--- src/sv/dms_pkg.sv ---
// ---------------------------------------------------------------------------
// dms_pkg
// shared widths and constants for the angle to degrees, minutes, seconds block
// ---------------------------------------------------------------------------
package dms_pkg;

  localparam int ANGLE_W   = 31;
  localparam int S_TDATA_W = 32;
  localparam int M_TDATA_W = 24;

  localparam int DEG_W     = 9;
  localparam int MAG_W     = 8;
  localparam int MIN_W     = 6;
  localparam int SEC_W     = 6;
  localparam int FOLD_W    = 9;

  localparam int HALF_TURN = 180;
  localparam int FULL_TURN = 360;

  localparam logic [MAG_W-1:0]  HALF_TURN_MAG  = 8'd180;
  localparam logic [MAG_W-1:0]  HALF_TURN_LESS = 8'd179;
  localparam logic [FOLD_W-1:0] HALF_TURN_FOLD = 9'd180;
  localparam logic [FOLD_W-1:0] FULL_TURN_FOLD = 9'd360;
  localparam logic [SEC_W-1:0]  ARC_WRAP       = 6'd60;

endpackage

--- src/sv/decimal_angle_to_dms.sv ---
// ---------------------------------------------------------------------------
// decimal_angle_to_dms
// folds a fixed-point angle to -180..180 and splits it into degrees, minutes
// and rounded seconds of arc
// ---------------------------------------------------------------------------
// channel  dir  tdata fields (lsb first)
// s_*      in   angle[30:0], bit 31 unused
// m_*      out  whole_degrees[8:0], arc_minutes[14:9], arc_seconds[20:15],
//               is_negative[21], bits 23:22 zero
//
// one word per cycle sustained while the sink is ready
// six pipeline stages and an output register, each with its own valid bit
// a stage moves on when it is empty or the stage after it moves on
// the deepest path is the reciprocal multiply of the mod 360 fold
// rst clears the valid bits only
// ---------------------------------------------------------------------------
module decimal_angle_to_dms
  import dms_pkg::*;
#(
  parameter int FRAC_BITS = 20
) (
  input  logic                 clk,
  input  logic                 rst,
  input  logic                 s_tvalid,
  output logic                 s_tready,
  input  logic [S_TDATA_W-1:0] s_tdata,   // angle
  output logic                 m_tvalid,
  input  logic                 m_tready,
  output logic [M_TDATA_W-1:0] m_tdata    // whole_degrees, arc_minutes, arc_seconds, is_negative
);

  localparam int IW    = (FRAC_BITS >= 30) ? 2 : ANGLE_W - FRAC_BITS;
  localparam int UW    = IW + 10;
  localparam int VW    = UW - 3;
  localparam int SH    = VW + 6;
  localparam int MW    = SH - 5;
  localparam int PW    = VW + MW;
  localparam int QW    = PW - SH;
  localparam int NSTG  = 6;
  localparam longint OFFS  = 360 * ((2 ** (IW - 1) + 359) / 360);
  localparam longint RECIP = ((64'sd1 <<< SH) + 44) / 45;
  localparam logic [MW-1:0]  RECIP_M = RECIP[MW-1:0];
  localparam logic [63:0]    U_BIAS  = 64'(HALF_TURN + OFFS);

  logic [NSTG-1:0] vld;
  logic [NSTG:0]   en;

  // stage payloads
  logic [UW-1:0]        s1_u;
  logic [FRAC_BITS-1:0] s1_f;
  logic [PW-1:0]        s2_p;
  logic [VW-1:0]        s2_v;
  logic [2:0]           s2_lo;
  logic [FRAC_BITS-1:0] s2_f;
  logic [FOLD_W-1:0]    s3_fi;
  logic [FRAC_BITS-1:0] s3_f;
  logic [MAG_W-1:0]     s4_deg;
  logic [FRAC_BITS-1:0] s4_frac;
  logic                 s4_neg;
  logic [MAG_W-1:0]     s5_deg;
  logic                 s5_neg;
  logic [MIN_W-1:0]     s5_min;
  logic [FRAC_BITS-1:0] s5_frac;
  logic [MAG_W-1:0]     s6_deg;
  logic                 s6_neg;
  logic [MIN_W-1:0]     s6_min;
  logic [SEC_W-1:0]     s6_sec;
  logic                 s6_rnd;

  // combinational next values
  logic signed [63:0]   a_ext;
  logic signed [63:0]   a_shr;
  logic [63:0]          u_full;
  logic [UW-1:0]        u_next;
  logic [VW-1:0]        v_next;
  logic [PW-1:0]        p_next;
  logic [QW-1:0]        q;
  logic [VW-1:0]        r;
  logic [FOLD_W-1:0]    fi_next;
  logic [MAG_W-1:0]     deg_next;
  logic [FRAC_BITS-1:0] frac_next;
  logic                 neg_next;
  logic [FRAC_BITS+5:0] t1;
  logic [FRAC_BITS+5:0] t2;
  logic [SEC_W-1:0]     sec_up;
  logic [SEC_W-1:0]     sec_fin;
  logic [MIN_W-1:0]     min_up;
  logic [MIN_W-1:0]     min_fin;
  logic [MAG_W-1:0]     deg_fin;
  logic [DEG_W-1:0]     sdeg;

  // handshake chain
  always_comb begin
    en[NSTG] = !m_tvalid || m_tready;
    for (int i = NSTG - 1; i >= 0; i--) begin
      en[i] = !vld[i] || en[i+1];
    end
  end

  assign s_tready = en[0];

  // integer part plus a half turn, biased by a multiple of 360 to stay non-negative
  assign a_ext  = {{33{s_tdata[ANGLE_W-1]}}, s_tdata[ANGLE_W-1:0]};
  assign a_shr  = a_ext >>> FRAC_BITS;
  assign u_full = 64'(a_shr) + U_BIAS;
  assign u_next = u_full[UW-1:0];

  // mod 360 as mod 45 on u/8, by reciprocal
  assign v_next = s1_u[UW-1:3];
  assign p_next = PW'(v_next) * PW'(RECIP_M);
  assign q      = s2_p[PW-1:SH];
  assign r      = s2_v - VW'(VW'(q) * VW'(45));
  assign fi_next = {r[5:0], s2_lo};

  // fi = folded integer part + 180
  always_comb begin
    if (s3_fi >= HALF_TURN_FOLD) begin
      deg_next  = MAG_W'(s3_fi - HALF_TURN_FOLD);
      frac_next = s3_f;
      neg_next  = 1'b0;
    end else if (s3_f == '0) begin
      deg_next  = MAG_W'(HALF_TURN_FOLD - s3_fi);
      frac_next = '0;
      neg_next  = (s3_fi != '0);
    end else begin
      deg_next  = HALF_TURN_LESS - MAG_W'(s3_fi);
      frac_next = '0 - s3_f;
      neg_next  = 1'b1;
    end
  end

  assign t1 = {s4_frac, 6'b0} - {4'b0, s4_frac, 2'b0};
  assign t2 = {s5_frac, 6'b0} - {4'b0, s5_frac, 2'b0};

  // round to nearest, half up, with carry
  always_comb begin
    sec_up  = s6_sec + SEC_W'(1);
    min_up  = s6_min + MIN_W'(1);
    sec_fin = s6_sec;
    min_fin = s6_min;
    deg_fin = s6_deg;
    if (s6_rnd) begin
      if (sec_up == ARC_WRAP) begin
        sec_fin = '0;
        if (min_up == ARC_WRAP) begin
          min_fin = '0;
          deg_fin = s6_deg + MAG_W'(1);
        end else begin
          min_fin = min_up;
        end
      end else begin
        sec_fin = sec_up;
      end
    end
    sdeg = s6_neg ? (DEG_W'(0) - {1'b0, deg_fin}) : {1'b0, deg_fin};
  end

  always_ff @(posedge clk) begin
    if (rst) begin
      vld      <= '0;
      m_tvalid <= 1'b0;
    end else begin
      if (en[0]) vld[0] <= s_tvalid;
      for (int i = 1; i < NSTG; i++) begin
        if (en[i]) vld[i] <= vld[i-1];
      end
      if (en[NSTG]) m_tvalid <= vld[NSTG-1];
    end
  end

  always_ff @(posedge clk) begin
    if (en[0]) begin
      s1_u <= u_next;
      s1_f <= a_ext[FRAC_BITS-1:0];
    end
    if (en[1]) begin
      s2_p  <= p_next;
      s2_v  <= v_next;
      s2_lo <= s1_u[2:0];
      s2_f  <= s1_f;
    end
    if (en[2]) begin
      s3_fi <= fi_next;
      s3_f  <= s2_f;
    end
    if (en[3]) begin
      s4_deg  <= deg_next;
      s4_frac <= frac_next;
      s4_neg  <= neg_next;
    end
    if (en[4]) begin
      s5_deg  <= s4_deg;
      s5_neg  <= s4_neg;
      s5_min  <= t1[FRAC_BITS+5:FRAC_BITS];
      s5_frac <= t1[FRAC_BITS-1:0];
    end
    if (en[5]) begin
      s6_deg <= s5_deg;
      s6_neg <= s5_neg;
      s6_min <= s5_min;
      s6_sec <= t2[FRAC_BITS+5:FRAC_BITS];
      s6_rnd <= t2[FRAC_BITS-1];
    end
    if (en[NSTG]) begin
      m_tdata <= {2'b00, s6_neg, sec_fin, min_fin, sdeg};
    end
  end

  a_full_stall : assert property (@(posedge clk) disable iff (rst)
    !s_tready |-> (&vld) && m_tvalid && !m_tready)
    else $error("input stalled while the pipeline has room");

  a_fold_range : assert property (@(posedge clk) disable iff (rst)
    vld[2] |-> s3_fi < FULL_TURN_FOLD)
    else $error("fold residue out of range");

  a_mag_range : assert property (@(posedge clk) disable iff (rst)
    vld[3] |-> s4_deg <= HALF_TURN_MAG)
    else $error("magnitude degrees above a half turn");

  a_stage_hold : assert property (@(posedge clk) disable iff (rst)
    vld[4] && !en[4] |=> vld[4] && $stable(s5_min) && $stable(s5_frac))
    else $error("stalled stage lost its word");

endmodule

--- config.mk ---
export PLATFORM = sky130hd
export DESIGN_NAME = decimal_angle_to_dms
export DESIGN_NICKNAME = d
export VERILOG_FILES = /design/src/sv/dms_pkg.sv /design/src/sv/decimal_angle_to_dms.sv
export SDC_FILE = /design/constraint.sdc
export NUM_CORES = 1
export LEC_CHECK = 0
export BUFFER_PORTS_ARGS = -buffer_cell sky130_fd_sc_hd__buf_2
export CAP_MARGIN = 0
export CORE_MARGIN = 10
export CORE_UTILIZATION = 55
export CTS_CLUSTER_DIAMETER = 40
export DETAILED_ROUTE_END_ITERATION = 6
export PLACE_DENSITY = 0.75
export REMOVE_ABC_BUFFERS = 1
export SLEW_MARGIN = 20
export SYNTH_ARGS = -nofsm -noshare
export SYNTH_HDL_FRONTEND = slang
export SYNTH_SLANG_ARGS = --single-unit
export TNS_END_PERCENT = 50
--- constraint.sdc ---
create_clock -name clk -period 4.86 [get_ports clk]
set_clock_uncertainty 0.1 [all_clocks]
set_input_delay 0.972 -clock clk [delete_from_list [all_inputs] [get_ports clk]]
set_output_delay 0.972 -clock clk [all_outputs]
set_load 0.05 [all_outputs]
==> results.txt, run 1 <==
Leaving out fill and tap cells, the most frequent cell in the layout is sky130_fd_sc_hd__edfxtp_1. In the layout the commonest cells are sky130_fd_sc_hd__edfxtp_1 (202), sky130_fd_sc_hd__inv_1 (170), sky130_fd_sc_hd__ha_1 (150). The largest single stage delay on the critical path is 0.53 ns.

The total standard cell area after synthesis was 0.0132 mm2. The part of the Yosys area used for sequential elements is 0.471, and the effective utilization at floorplan is 0.559. The floorplan step defined a die boundary enclosing 0.0305 mm2. The share of final-layout standard cells stronger than drive strength 1 works out to 0.141.

Setup repair after global routing could not meet its margin everywhere. Static timing analysis puts the maximum clock frequency at 211 MHz. The utilization after layout is 0.643.

The power density normalized to cell area is 736 mW/mm2. The library cell contributing the largest single delay on the critical path is sky130_fd_sc_hd__fa_1. In the post-synthesis netlist, the biggest area contributors are sky130_fd_sc_hd__edfxtp_1 (46%), sky130_fd_sc_hd__ha_1 (15%), sky130_fd_sc_hd__inv_1 (4.9%). The longest clock path from root to sink contains 3 buffers. A synthesized cell averages 11.4 um2. For the instance count after placement with tap cells included, the log shows 1544. The count of flip-flops with a built-in enable after synthesis came out at 202.

For the number of antenna violations at the first check in global routing, the log shows 0. The post-synthesis cell type with the largest combined area is sky130_fd_sc_hd__edfxtp_1. The flow ran to the end, and the final reports show no timing, DRC or antenna violations. The count of nets left with antenna violations once routing finished came out at 0. The worst path in the final design needs a cycle of 4.74 ns, including I/O delays and setup.

The run gives 0 as the total count of max-transition violations in the final report. The tightest min-delay check is of the reg -> reg type. The logs give 5.03 ns for the worst endpoint required time and 4.91 ns for the arrival time at the worst endpoint.

The top cell type's share of synthesized area is 0.461, and the total number of vias is 8624. The first global-routing pass estimated 40700 um of wire. The number of port buffers came out at 58.

The worst slew margin relative to its limit was 0.322; the maximum resistive drop on vdd was 0.373 mV. The post-synthesis async set-or-reset flop share came out at 0. Hold is met by 0.315 ns. The core footprint came out at 0.0235 mm2. 0 antenna diodes ended up in the layout. In this run, CTS created clock tree buffers numbering 28. The netlist uses 68 different library cells.

The final cycle utilization of the critical path works out to 0.976. The critical path goes through ha_4 -> fa_1 -> fa_1 -> inv_1 -> fa_1 -> inv_1 -> ha_1 -> ha_1 -> ha_1 -> buf_4 -> nand2_1 -> o21ai_2 -> or4_1 -> mux2i_1 -> a211oi_2. Setup violations remaining at the end of the flow were counted as 0.

Compared with the post-synthesis result, the final layout area differs by 15.0%. The pre-antenna-repair detailed-routing pass consisted of 4 iterations. For this run the aggregate overflow at the end of global routing stands at 0.

The aggregate routed wire length is 24100 um. STA classifies the critical path startpoint as a register. For the H-tree depth, the log shows 1. The critical path is of the reg -> reg type. After detailed routing, the average wire length per cell comes to 15.1 um. Placed wire-length estimate after detailed placement: 18600 um. The DRC violation count after routing was 0; the count of clock tree sinks was 209. Y dimension of the die: 175 um. The synthesized design contains 209 register bits. The CTS root buffer was sky130_fd_sc_hd__clkbuf_16.

The actual transition at the worst max-transition pin was 1.02 ns. Clock-pin slew was measured on the worst setup and hold paths at 0.06 ns. The run gives 0 as the total of warnings raised by yosys. After the last flow step, the layout net total stands at 1486.

The die is 175 um wide. In this run, the number of DRC markers left after iteration 0 of detailed routing was 521. The initialized floorplan defines 56 standard-cell rows.

The tools report the number of non-filler instances in the completed layout as 1600. 62 I/O pins were placed. The total count of hold-check failures in the final report was 0; the instance count of the mapped netlist was 1158.

Kind of end point of the critical path: a register. The tools report the static power due to leakage as 0.00669 uW. For the final routed database, the setup TNS stands at 0 ns. The combined global-route utilization of all metal layers was 0.156. The number of global-route vias before repair came out at 8757. In this run, post-CTS hold repair placed 0 buffers. The number of maximum-capacitance violations was 0. Entering global routing, the biggest net connects 37 pins. The average vias per placed instance works out to 5.39.

For the placer's final routability congestion estimate, the log shows 0.876. TritonCTS built the clock tree. For the worst-skew pair, the clock arrives at the later sink with an insertion delay of 0.52 ns. Along the worst path, the maximum fanout reaches 3.

Among all flip-flop cells after synthesis, the most frequent one is sky130_fd_sc_hd__edfxtp_1.
[final timing paths]
path | slack (ns) | depth (start not counted) | to | startpoint
setup / recovery | 0.12 | 15 | s2_p[25]$_DFFE_PP_ | s1_u[6]$_DFFE_PP_
hold / removal | 0.31 | 0 | s2_f[11]$_DFFE_PP_ | s1_f[11]$_DFFE_PP_
setup reg to reg | 0.12 | 15 | s2_p[25]$_DFFE_PP_ | s1_u[6]$_DFFE_PP_
hold reg to reg | 0.31 | 0 | s2_f[11]$_DFFE_PP_ | s1_f[11]$_DFFE_PP_
[flip-flops by register name (all words and copies together), names as in the netlist]
register / cells
s6_sec: 6
s1_u: 12
s6_min: 6
m_tdata: 22
s6_deg: 8
s4_deg: 8
s5_deg: 8
s1_f: 20
s5_frac: 18
s3_f: 20
s2_f: 20
s2_p: 6
s4_frac: 20
s4_neg: 1
s2_v: 6
s5_neg: 1
vld: 6
s6_rnd: 1
s3_fi: 9
s6_neg: 1
s5_min: 6
s2_lo: 3
m_tvalid: 1
[cell type report]
cell class | count | area [um2]
flip-flops and latches | 209 | 6210
fillers | 1802 | 8400
clock buffers | 31 | 733
clock inverters | 21 | 240
well taps | 319 | 399
multi-input cells | 759 | 6390
inverters | 171 | 642
repair buffers | 90 | 534
[worst max-delay path, delay by kind of cell (launching register included)]
kind,cells,cell delay (ns)
mux,1,0.18
fa+ha+maj,7,2.73
flops,1,0.51
buf+inv,3,0.26
compound gates,2,0.15
simple gates,2,0.54
[routing by layer]
metal,track usage,routed length (um),vias up
met5,0,0,-
met4,0.0427,536,0
met3,0.0257,1010,39
met2,0.274,11800,194
met1,0.196,10700,4026
li1,-,-,4365
[report_power, final]
part	switching, uW	internal [uW]
combinational	3300	2490
sequential	440	2860
clock	781	1270
[timing repair]
item	in CTS	in global routing
gates resized for setup	5	28
pin swaps	1	8
endpoints found under the hold margin	0	0
buffers inserted	2	2
setup endpoints to repair	4	6
[synthesized netlist by cell type, drive strengths merged (15+ instances only)]
| master | n |
|---|---|
| inv | 171 |
| nor3 | 22 |
| nand3 | 23 |
| nand4 | 19 |
| a21o | 15 |
| xor2 | 29 |
| a21oi | 60 |
| o21ai | 50 |
| ha | 159 |
| fa | 32 |
| xnor2 | 56 |
| nor2 | 57 |
| edfxtp | 202 |
| nand2 | 64 |
[metrics by stage]
| stage | setup slack, ns | total power (uW) | area (um2) |
|---|---|---|---|
| 6_report | 0.119 | 11100 | 15100 |
| 5_1_grt | -0.0316 | 12100 | 15100 |
| 4_1_cts | 0.00974 | 11000 | 15000 |
| 3_5_place_dp | -0.125 | 8870 | 14000 |
| 3_3_place_gp | -0.00888 | 8690 | 14000 |
| 2_1_floorplan | 0.159 | 7470 | 13100 |
[cells by family (layout without fill, tap and decap cells)]
family	Yosys count	in the layout	synth area share
and+or+nand+nor	256	256	0.101
AOI/OAI and AO/OA	210	210	0.103
DFF	209	209	0.471
adders and majority gates	191	191	0.200
buffers and inverters	191	313	0.0561
xor gates and xnor gates	85	85	0.0565
muxes	15	15	0.0120
other	1	2	0.000285
Note: power is estimated with default switching activity, not from simulation.
==> run 2: changes to the inputs <==
Settings changed: CORE_ASPECT_RATIO set to 1.4, SETUP_SLACK_MARGIN set to 0.15.
==> results.txt, run 2 (same netlist as run 1, synthesis figures left out) <==
The logs give 26 (-7.1%) for the number of buffers added by the clock tree synthesis step and 0 (unchanged) for the total count of max-transition violations in the final report. Flip-flop count of the largest register after layout: 22 (unchanged). The final-report setup violation count was 0 (unchanged); the horizontal die dimension was 151 um (-14%).

TritonCTS built the clock tree. The logs give 0.0306 mm2 (+0.29%) for the die footprint and 26000 um (+8.0%) for the aggregate routed wire length. m_tdata holds more flip-flops than any other register. The DRC violation count after routing was 0 (unchanged).

For the total congestion overflow after global routing, the log shows 0 (unchanged). The logs give 1 (unchanged) for the H-tree depth and 0 (unchanged) for the total count of hold-check failures in the final report. Actual transition at the worst max-transition pin: 1.04 ns (+0.0254 ns). The library cell used most frequently in the layout, excluding fill and tap cells, is sky130_fd_sc_hd__edfxtp_1. The worst-case clock buffer depth was 3 (unchanged); the clock latency on the worst-skew pair was 0.54 ns (+0.02 ns).

For the antenna violation net count after detailed routing, the log shows 0 (unchanged). From synthesis to final layout, the design area changed by 16.5%. The logs give 0 (unchanged) for the number of maximum-capacitance violations and 0.0235 mm2 (-0.38%) for the core footprint. The routed wirelength normalized by instance count works out to 16.4 um (+8.7%). The instance count after placement with tap cells included is 1536 (-0.52%), and the first-pass iteration count of the detailed router is 5 (+1).

The average vias per placed instance was 5.58 (+3.6%). The number of cell rows was 66 (+18%). The y dimension of the die was 203 um (+16%); the number of top-level design ports was 62 (unchanged). The tools report the placed wire-length estimate after detailed placement as 19700 um (+5.6%).

The source of the worst hold timing path was s4_neg$_SDFFCE_PP0P_. Highest clock rate: 214 MHz (+1.4%). The time the final worst path needs with I/O delays and setup is 4.68 ns (-0.0651 ns). For the iteration-0 DRC count of the detailed router, the log shows 359 (-31%). The total of hold buffers inserted after clock tree synthesis was 0 (unchanged). Setup repair after global routing left no endpoint under its margin. The register area is 0.00621 mm2 (unchanged), and the total area of multi-input combinational cells is 0.00665 mm2 (+4.0%). The tools report the total of fill cells in the finished design as 1734 (-3.8%). The number of global-route vias before repair is 9151 (+4.5%). The worst setup path is captured at a register. For the arrival time at the worst endpoint, the log shows 4.84 ns (-0.07 ns). The maximum resistive drop on vdd was 0.529 mV (+42%); the power density normalized to cell area was 761 mW/mm2 (+3.5%). The effective utilization at floorplan is 0.561 (+0.00215). The placer's final routability congestion estimate is 0.875 (-0.14%). The utilization after layout was 0.654 (+0.0108); the number of port buffers was 58 (unchanged). The share of final-layout standard cells stronger than drive strength 1 is 0.158 (+0.0169), and the number of nets in the final layout is 1490 (+0.27%). For the count of clock tree sinks, the log shows 209 (unchanged). In this run the critical register-to-register path is launched from s1_u[6]$_DFFE_PP_.

The run finished with clean final reports. The run gives 5.02 ns (about the same) as the worst endpoint required time. The total number of vias is 8874 (+2.9%). Path type of the worst min-delay path: reg -> reg. The setup slack after placement was -0.173 ns (-0.0481 ns); the static power due to leakage was 0.00669 uW (+0.12%). For the least setup slack across all paths after layout, the log shows 0.184 ns (+0.0651 ns). The worst setup path is of the reg -> reg kind. CTS root buffer: sky130_fd_sc_hd__clkbuf_16. The final cycle utilization of the critical path is 0.962 (-0.0134), and the maximum fanout encountered on the critical timing path is 4 (+1). The largest net degree at the start of global routing is 37 (unchanged), and the number of non-filler instances in the completed layout is 1589 (-0.69%). Clock transition time at the flip-flop clock pins of the worst setup and hold paths: 0.06 ns (about the same).

The tools report the first-pass GRT wire length as 41700 um (+2.3%). The most critical setup path has its startpoint at s1_u[6]$_DFFE_PP_. The critical path startpoint category was a register.

The logs give 0.165 (+0.00856) for the combined global-route utilization of all metal layers and 0 ns (unchanged) for the sum of negative setup slack. The number of inserted diodes was 0 (unchanged). The worst slew margin relative to its limit was 0.306 (-0.0169); the worst reg-to-reg setup slack was 0.18 ns (+0.07 ns). The top cell types in the final layout, fill and taps aside, are sky130_fd_sc_hd__edfxtp_1 (202), sky130_fd_sc_hd__inv_1 (169), sky130_fd_sc_hd__ha_1 (135). The number of antenna violations at the first check in global routing came out at 0 (unchanged).
==> run 2: cell count changes in the layout (fill, tap and decap cells not counted), sizes merged <==
cell      delta
buf          +6
clkbuf       -5
inv          +5
clkinvlp     -3
bufinv       -1
==> run 2: final cells by class <==
class	instances	area share
clock buffer	26	0.0424
timing repair buffer	96	0.0380
inverter	171	0.0418
clock inverter	22	0.0149
sequential	209	0.405
tap	306	0.0250
multi-input combinational	759	0.433
==> run 2: worst paths after layout <==
kind / to / cells past startpoint
setup / recovery: s2_p[25]$_DFFE_PP_ / 15
setup reg to reg: s2_p[25]$_DFFE_PP_ / 15
hold / removal: s5_neg$_DFFE_PP_ / 0
hold reg to reg: s5_neg$_DFFE_PP_ / 0
==> run 2: through the flow <==
| step | hold slack (ns) | power, uW | instance area [um2] |
|---|---|---|---|
| 5_1_grt | 0.312 | 12600 | 15300 |
| 4_1_cts | 0.301 | 11200 | 15100 |
| 3_3_place_gp | 0.300 | 8720 | 14000 |
| 3_5_place_dp | 0.305 | 8910 | 14000 |
| 6_report | 0.303 | 11700 | 15300 |
| 2_1_floorplan | 0.300 | 7470 | 13100 |
==> run 2: what timing repair did <==
| item | CTS | global route |
|---|---|---|
| pin swaps | 14 | 20 |
| setup buffers | 4 | 1 |
| endpoints found under the hold margin | 0 | 0 |
| resized for setup | 28 | 30 |
| setup endpoints to repair | 6 | 6 |
==> run 2: routing by layer <==
metal,global-route usage,share of wire
met2,0.320,0.56
met4,0.0906,0.051
met1,0.158,0.35
met5,0,0
met3,0.0256,0.041
==> run 2: worst max-delay path, cell delays in order, from the launching register on <==
cell and delay, ns:
sky130_fd_sc_hd__edfxtp_1 0.51, sky130_fd_sc_hd__ha_4 0.33, sky130_fd_sc_hd__xor2_1 0.25, sky130_fd_sc_hd__ha_1 0.31, sky130_fd_sc_hd__inv_1 0.09, sky130_fd_sc_hd__fa_1 0.45
sky130_fd_sc_hd__fa_1 0.54, sky130_fd_sc_hd__inv_1 0.06, sky130_fd_sc_hd__ha_4 0.25, sky130_fd_sc_hd__ha_4 0.27, sky130_fd_sc_hd__ha_4 0.19, sky130_fd_sc_hd__and4_4 0.20
sky130_fd_sc_hd__and3_1 0.15, sky130_fd_sc_hd__or4_1 0.46, sky130_fd_sc_hd__mux2i_1 0.19, sky130_fd_sc_hd__a211oi_2 0.05
==> run 2: report_power, final <==
part           switching [uW]  internal [uW]
sequential                435           2860
combinational            3610           2870
clock                     786           1120
==> run 3: changes to the inputs <==
Settings changed: CELL_PAD_IN_SITES_DETAIL_PLACEMENT set to 0, CELL_PAD_IN_SITES_GLOBAL_PLACEMENT set to 1, CORE_UTILIZATION 55 to 45, PLACE_DENSITY 0.75 to not set, PLACE_DENSITY_LB_ADDON set to 0.1.
==> results.txt, run 3 (same netlist as run 1, synthesis figures left out) <==
In this run the most critical hold path is launched from s5_min[2]$_DFFE_PP_. The hold-critical path depth came out at 0 (unchanged). The number of maximum-capacitance violations was 0 (unchanged). The tools report the net load switching power as 4710 uW (-2.5%). Setup repair after global routing could not meet its margin everywhere.

The run gives 335 (-6.7%) as the iteration-0 DRC count of the detailed router. The gate family responsible for the most delay along the worst path was adder cells. The register ranked first by flip-flop count was m_tdata. The tools report the proportion of power drawn by the clock network as 0.176 (+0.013). The share of final-layout standard cells stronger than drive strength 1 is 0.160 (+0.00199). The critical path startpoint category was a register. Flip-flop count of the largest register after layout: 22 (unchanged).

The actual transition at the worst max-transition pin works out to 0.978 ns (-0.0623 ns). The tools report the number of global-route vias before repair as 9080 (-0.78%). The run gives 22000 um (+12%) as the placed wire-length estimate after detailed placement. For the total number of vias, the log shows 8660 (-2.4%). The flow ran to the end, and the final reports show no timing, DRC or antenna violations. The run gives 3 (unchanged) as the worst-case clock buffer depth. The routed wirelength normalized by instance count works out to 16.3 um (-0.58%). The least setup slack across all paths after layout is 0.248 ns (+0.0644 ns), and the number of cell instances on the worst register-to-register path is 16 (+1).

The run gives 0 (unchanged) as the total of hold buffers inserted after clock tree synthesis. The first-pass iteration count of the detailed router came out at 4 (-1). The H-tree depth was 1 (unchanged); the final non-filler cell area was 0.0155 mm2 (+0.83%). The logs give 0.539 (-0.016) for the combinational share of power and 0.0141 mm2 (+1.1%) for the post-detailed-placement cell area. Tracing the worst setup path back leads to its startpoint at s1_u[6]$_DFFE_PP_. The tools report the clock latency on the worst-skew pair as 0.55 ns (about the same). The path type of the worst min-delay path was reg -> reg. The run gives 28 (+7.7%) as the number of buffers added by the clock tree synthesis step. Delay contributed by the slowest stage of the critical path: 0.54 ns (about the same).

For the combined global-route utilization of all metal layers, the log shows 0.151 (-0.0142). For this design, the slowest cell found on the critical path is sky130_fd_sc_hd__fa_1. The tools report the number of cell rows as 74 (+12%).

The number of antenna violations at the first check in global routing is 0 (unchanged), and the number of stages on the worst setup path is 16 (+1). Leaving out fill and tap cells, the most frequent cells in the layout are sky130_fd_sc_hd__edfxtp_1 (202), sky130_fd_sc_hd__inv_1 (170), sky130_fd_sc_hd__ha_1 (140). Walking the worst path, the cells encountered are ha_4 -> xor2_1 -> ha_1 -> inv_1 -> fa_1 -> fa_1 -> inv_1 -> ha_1 -> ha_1 -> ha_4 -> and4_4 -> nand2_2 -> a2111oi_4 -> a21oi_2 -> a21oi_2 -> xor2_1. The internal portion of total power came out at 6840 uW (about the same).

TritonCTS built the clock tree. The setup slack after placement was -0.145 ns (+0.0272 ns); the aggregate routed wire length was 27200 um (+4.6%). Compared with the post-synthesis result, the final layout area differs by 17.5%. The run gives 0.00674 uW (+0.71%) as the static power due to leakage.

The count of clock tree sinks is 209 (unchanged), and the total of fill cells in the finished design is 2621 (+51%). The net switching share of the total power was 0.408 (-0.00596). The core footprint was 0.0291 mm2 (+24%); the number of port buffers was 58 (unchanged). The placer's final routability congestion estimate was 0.896 (+2.4%); the arrival time at the worst endpoint was 4.80 ns (-0.04 ns). The number of buffer and inverter stages on the critical path works out to 2 (unchanged). The average vias per placed instance works out to 5.18 (-7.3%). The run gives 0.453 (-0.109) as the effective utilization at floorplan. The worst slew margin relative to its limit was 0.344 (+0.0383); the die footprint was 0.0366 mm2 (+20%). The power density normalized to cell area works out to 747 mW/mm2 (-1.9%).

The number of nets in the final layout came out at 1497 (+0.47%). The number of inserted diodes was 0 (unchanged). The tools report the number of top-level design ports as 62 (unchanged).

Path type of the worst setup path: reg -> reg. The worst setup path is captured at a register. The horizontal die dimension was 165 um (+9.2%). The library cell used most frequently in the layout, excluding fill and tap cells, is sky130_fd_sc_hd__edfxtp_1.

The tools report the antenna violation net count after detailed routing as 0 (unchanged). The final cycle utilization of the critical path came out at 0.949 (-0.0132). The DRC violation count after routing was 0 (unchanged). Time the final worst path needs with I/O delays and setup: 4.61 ns (-0.0644 ns). The clock transition time at the flip-flop clock pins of the worst setup and hold paths was 0.06 ns (about the same); the final-report setup violation count was 0 (unchanged). The run gives 217 MHz (+1.4%) as the highest clock rate.

The maximum fanout encountered on the critical timing path came out at 4 (unchanged). The logs give 0.369 mV (-30%) for the maximum resistive drop on vdd and 44400 um (+6.5%) for the first-pass GRT wire length. In this run the critical register-to-register path is launched from s1_u[6]$_DFFE_PP_.

The total congestion overflow after global routing is 0 (unchanged). Part of the total power dissipated in sequential elements: 0.286 (+0.004). The largest net degree at the start of global routing was 37 (unchanged); the y dimension of the die was 222 um (+9.5%). The cell type with the highest occurrence count on the critical path was sky130_fd_sc_hd__ha_1. Total count of hold-check failures in the final report: 0 (unchanged). The worst endpoint required time was 5.05 ns (+0.03 ns). The CTS root buffer was sky130_fd_sc_hd__clkbuf_16. The utilization after layout was 0.532 (-0.122); the total count of max-transition violations in the final report was 0 (unchanged).
==> run 3: cell types whose count changed in the layout (fill, tap and decap cells not counted), sizes merged <==
| cell | delta |
|---|---|
| buf | +5 |
| clkbuf | +4 |
| bufinv | -1 |
| clkinv | -1 |
| clkinvlp | +1 |
| inv | +1 |
==> run 3: metrics by stage <==
| stage | total power [uW] | setup TNS, ns | std cells | hold WS (ns) |
|---|---|---|---|---|
| after floorplan | 7470 | 0 | 1139 | 0.300 |
| after global placement | 8920 | -0.255 | 1617 | 0.300 |
| after detailed placement | 8990 | -0.514 | 1617 | 0.305 |
| after CTS | 11300 | 0 | 1671 | 0.314 |
| after global routing | 12600 | 0 | 1672 | 0.317 |
| final | 11600 | 0 | 1672 | 0.312 |
==> run 3: what timing repair did <==
action                                  4_1_cts  5_1_grt
endpoints found under the setup margin        6        6
pin swaps                                    14       20
buffers inserted                              2        1
resized for setup                            24       25
==> run 3: power by group through the flow <==
stage | clock, uW | combinational, uW | sequential, uW
5_1_grt | 2160 | 7050 | 3390
2_1_floorplan | 0 | 3920 | 3540
6_report | 2030 | 6220 | 3300
4_1_cts | 2080 | 5920 | 3310
3_5_place_dp | 0 | 5650 | 3340
3_3_place_gp | 0 | 5600 | 3330
==> run 3: per-layer routing <==
| layer | part of all wire | routed length (um) | global-route usage |
|---|---|---|---|
| met2 | 0.61 | 16600 | 0.320 |
| met5 | 0 | 0 | 0 |
| met3 | 0.031 | 848 | 0.0204 |
| met4 | 0.030 | 821 | 0.0515 |
| met1 | 0.33 | 9000 | 0.135 |
==> run 3: final timing paths <==
check,to,slack (ns)
hold / removal,s6_min[2]$_DFFE_PP_,0.31
setup reg to reg,s2_p[28]$_DFFE_PP_,0.25
setup / recovery,s2_p[28]$_DFFE_PP_,0.25
hold reg to reg,s6_min[2]$_DFFE_PP_,0.31
==> run 3: layout make-up <==
class | instances | area, um2 | share of cell area
Timing Repair Buffer | 101 | 621 | 0.0401
Inverter | 171 | 642 | 0.0415
Clock inverter | 22 | 229 | 0.0148
Clock buffer | 30 | 729 | 0.0472
Tap cell | 380 | 475 | 0.0307
Multi-Input combinational cell | 759 | 6570 | 0.425
Sequential cell | 209 | 6210 | 0.401
